--- src/rtl/dfsam_pkg.sv ---
// shared constants and action codes for the depth-first traversal core
`default_nettype none
package dfsam_pkg;
	localparam int DEF_MAX_NODES = 64;
	localparam int NODE_W = 6;
	localparam int COUNT_W = 7;
	localparam logic [COUNT_W-1:0] DEF_NODE_COUNT = 7'd64;

	localparam logic [1:0] ACT_CLEAR = 2'd0;
	localparam logic [1:0] ACT_ADD = 2'd1;
	localparam logic [1:0] ACT_RUN = 2'd2;
endpackage
`default_nettype wire

--- src/rtl/dfsam_pick.sv ---
// lowest-index priority pick over a candidate neighbor vector
`default_nettype none
module dfsam_pick
	import dfsam_pkg::*;
#(
	parameter int MAX_NODES = DEF_MAX_NODES
) (
	input  wire logic [MAX_NODES-1:0]         cand,
	output logic                              found,
	output logic [$clog2(MAX_NODES)-1:0]      idx
);
	localparam int NW = $clog2(MAX_NODES);

	always_comb begin
		found = 1'b0;
		idx = '0;
		for (int i = MAX_NODES - 1; i >= 0; i--) begin
			if (cand[i]) begin
				found = 1'b1;
				idx = NW'(i);
			end
		end
	end
endmodule
`default_nettype wire

--- config.mk ---
export PLATFORM = sky130hd
export DESIGN_NAME = dfsam_pick
export DESIGN_NICKNAME = d
export VERILOG_FILES = /design/src/rtl/dfsam_pkg.sv /design/src/rtl/dfsam_pick.sv
export SDC_FILE = /design/constraint.sdc
export NUM_CORES = 1
export LEC_CHECK = 0
export BUFFER_PORTS_ARGS = -buffer_cell sky130_fd_sc_hd__buf_4
export CORE_ASPECT_RATIO = 1.5
export CORE_MARGIN = 2
export CORE_UTILIZATION = 39
export DETAILED_ROUTE_END_ITERATION = 8
export GPL_ROUTABILITY_DRIVEN = 1
export PLACE_DENSITY = 0.89
export REMOVE_ABC_BUFFERS = 1
export SLEW_MARGIN = 20
export SYNTH_ARGS = -nofsm -noshare
export SYNTH_HDL_FRONTEND = slang
export SYNTH_SLANG_ARGS = --single-unit
--- constraint.sdc ---
create_clock -name vclk -period 2.7
set_input_delay 0.675 -clock vclk [all_inputs]
set_output_delay 0.675 -clock vclk [all_outputs]
set_load 0.01 [all_outputs]
==> results_dict.tcl <==
set metrics [dict create \
    outcome "finished, violations left" \
    failed_checks "setup timing" \
    min_to "idx[0]" \
    grtUsageMet1_pct 28.74 \
    hold_viol 0 \
    ys_seq_area_share_pct 0 \
    syn2layout_area_growth_pct 114.9 \
    fin_nets 297 \
    vias 1819 \
    leakage_uw 0.0007246 \
    fin_ws_ns -0.3985 \
    rsz0062_at_grt "true" \
    hold_ws_ns 1.830 \
    peakVddDrop_uv 106.8 \
    grt_most_used_layer "met2" \
    holdPathStages 5 \
    grt.met2_usage_pct 63.36 \
    min_from "cand[28]" \
    die_w_um 40.12 \
    p_total_uw 215.0 \
    relSlewSlack_pct 61.70 \
    routed_wl_um 5344 \
    netlist-cell-type-count 34 \
    worst-setup-path-type "in2out" \
    nFillCells 90 \
    grt_max_degree 6 \
    power_density_nw_per_um2 131.1 \
    path_max_fanout 3 \
    grt_pass1_wl_um 5520 \
    drt-initial-drc-count 176 \
    critPathCaptureType "primary output" \
    use_met3_pct 1.916 \
    fmax_ghz 0.3227 \
    synth_cells 140 \
    ios 71 \
    fin_crit_ns 3.098 \
    rows 19 \
    avgViaCountPerCell 7.218 \
    setup_viol 7 \
    cp_data_required_time_ns 2.03 \
    start_util_pct 41.70 \
    syn_area_um2 763.2 \
    grtUsageTotal_pct 31.64 \
    regArea_um2 0 \
    gp_congestion 0.7770 \
    grt_pass1_vias 1526 \
    drv_slew 0 \
    grt-ovfl-total 0 \
    ys_warn_count 0 \
    crit_arrival_ns 2.42 \
    port_buffers 71 \
    die_h_um 58.18 \
    hp-class "in2out" \
    n_clock_buffer 0 \
    antenna_found_initial 0 \
    design.seq.count 0 \
    core_area_um2 1831 \
    drtPass1Iterations 5 \
    final.period_utilization_pct 114.8 \
    startpoint_type "primary input" \
    dieArea_um2 2334 \
    drive_gt1_share_pct 49.78 \
    route.detailed.drc 0 \
    hpwl_um 2881 \
    syn_area_per_cell_um2 5.452 \
    antenna_cells 0 \
    cap_violations 0 \
    wl_per_cell_um 21.21 \
    worst_pin_slew_ns 0.5693 \
    ant_nets 0 \
]
per-stage QoR:
stage	setup slack [ns]	cell area (um^2)	instances	TNS [ns]	utilization, %
global placement	-0.1043	1473	252	-0.2610	80.45
global route	-0.4628	1640	252	-1.569	89.61
finish	-0.3985	1640	252	-1.350	89.61
CTS	-0.02256	1533	252	-0.02256	83.73
detailed placement	-0.1115	1473	252	-0.2875	80.45
floorplan	0.1523	763.2	140	0	-
layout by cell type, fill, tap and decap left out, types with 5 or more instances in the layout:
cell      n
inv_1    12
buf_6    10
a21oi_1  12
nor2_4    5
buf_4    80
nor2_1   25
o21ai_0   7
nor3_1   10
nor4_1   11
nand2_1   7
metal layers:
metal,wire length [um],part of all wire (%)
met5,0,0
met4,591,11
met3,670,13
met2,2519,47
met1,1562,29
cell usage after synthesis (all sizes together):
library cell  number  area (um^2)
nand2b             1        6.260
nor3              11        55.05
a41oi              1        8.760
or4                4        41.29
nor2              30        115.1
o221ai             1        8.760
and4               1        8.760
a311oi             2        17.52
nor2b              3        18.77
nand4              2        12.51
nand2              8        30.03
or2                1        6.260
o31ai              2        15.01
nand3              4        20.02
o21a               1        7.510
nor4              15        93.84
o311a              1        10.01
a31oi              2        12.51
o21ai             12        60.06
a21boi             1        7.510
inv               12        45.04
and3               2        12.51
a21oi             13        65.06
o2bb2ai            1        8.760
o21bai             1        7.510
o311ai             2        17.52
a221oi             1        8.760
a2111oi            2        18.77
o211ai             2        15.01
o2111ai            1        8.760
kinds of logic (layout without fill, tap and decap cells):
logic type	Yosys count	after routing	synth area share (%)
buffers and inverters	12	103	5.901
AOI/OAI and AO/OA	46	46	39.02
and+or+nand+nor	82	82	55.08
worst max-delay path by stage:
stage                  start  depth (start not counted)  endpoint
detailed placement  cand[31]                          7    idx[3]
floorplan           cand[56]                          6    idx[2]
global route        cand[34]                          8    idx[2]
finish              cand[34]                          8    idx[2]
global placement    cand[56]                          8    idx[2]
CTS                 cand[57]                          8    idx[2]
critical path: stages:
cell and delay [ns]:
buf_4 0.13, nor4_1 0.53, nor2_1 0.14, nor2_1 0.23, o21a_1 0.18, o2111ai_1 0.13, a21boi_1 0.23, buf_4 0.16
report_power, final:
group / leakage, uW / switching, uW / internal [uW]
sequential: 0 / 0 / 0
combinational: 0.000725 / 105 / 110
clock: 0 / 0 / 0
repair_timing:
action	CTS	global route
hold buffers	0	0
pin swaps	14	10
setup endpoints to repair	4	7
resized for setup	14	26
buffers inserted	0	0
final cells by class:
class / instances / area [um^2] / share of cell area, %
Timing Repair Buffer: 91 / 728.2 / 44.39
Tap cell: 21 / 26.28 / 1.602
Multi-Input combinational cell: 128 / 840.8 / 51.26
Inverter: 12 / 45.04 / 2.746
Power figures use the tool's default switching activity.
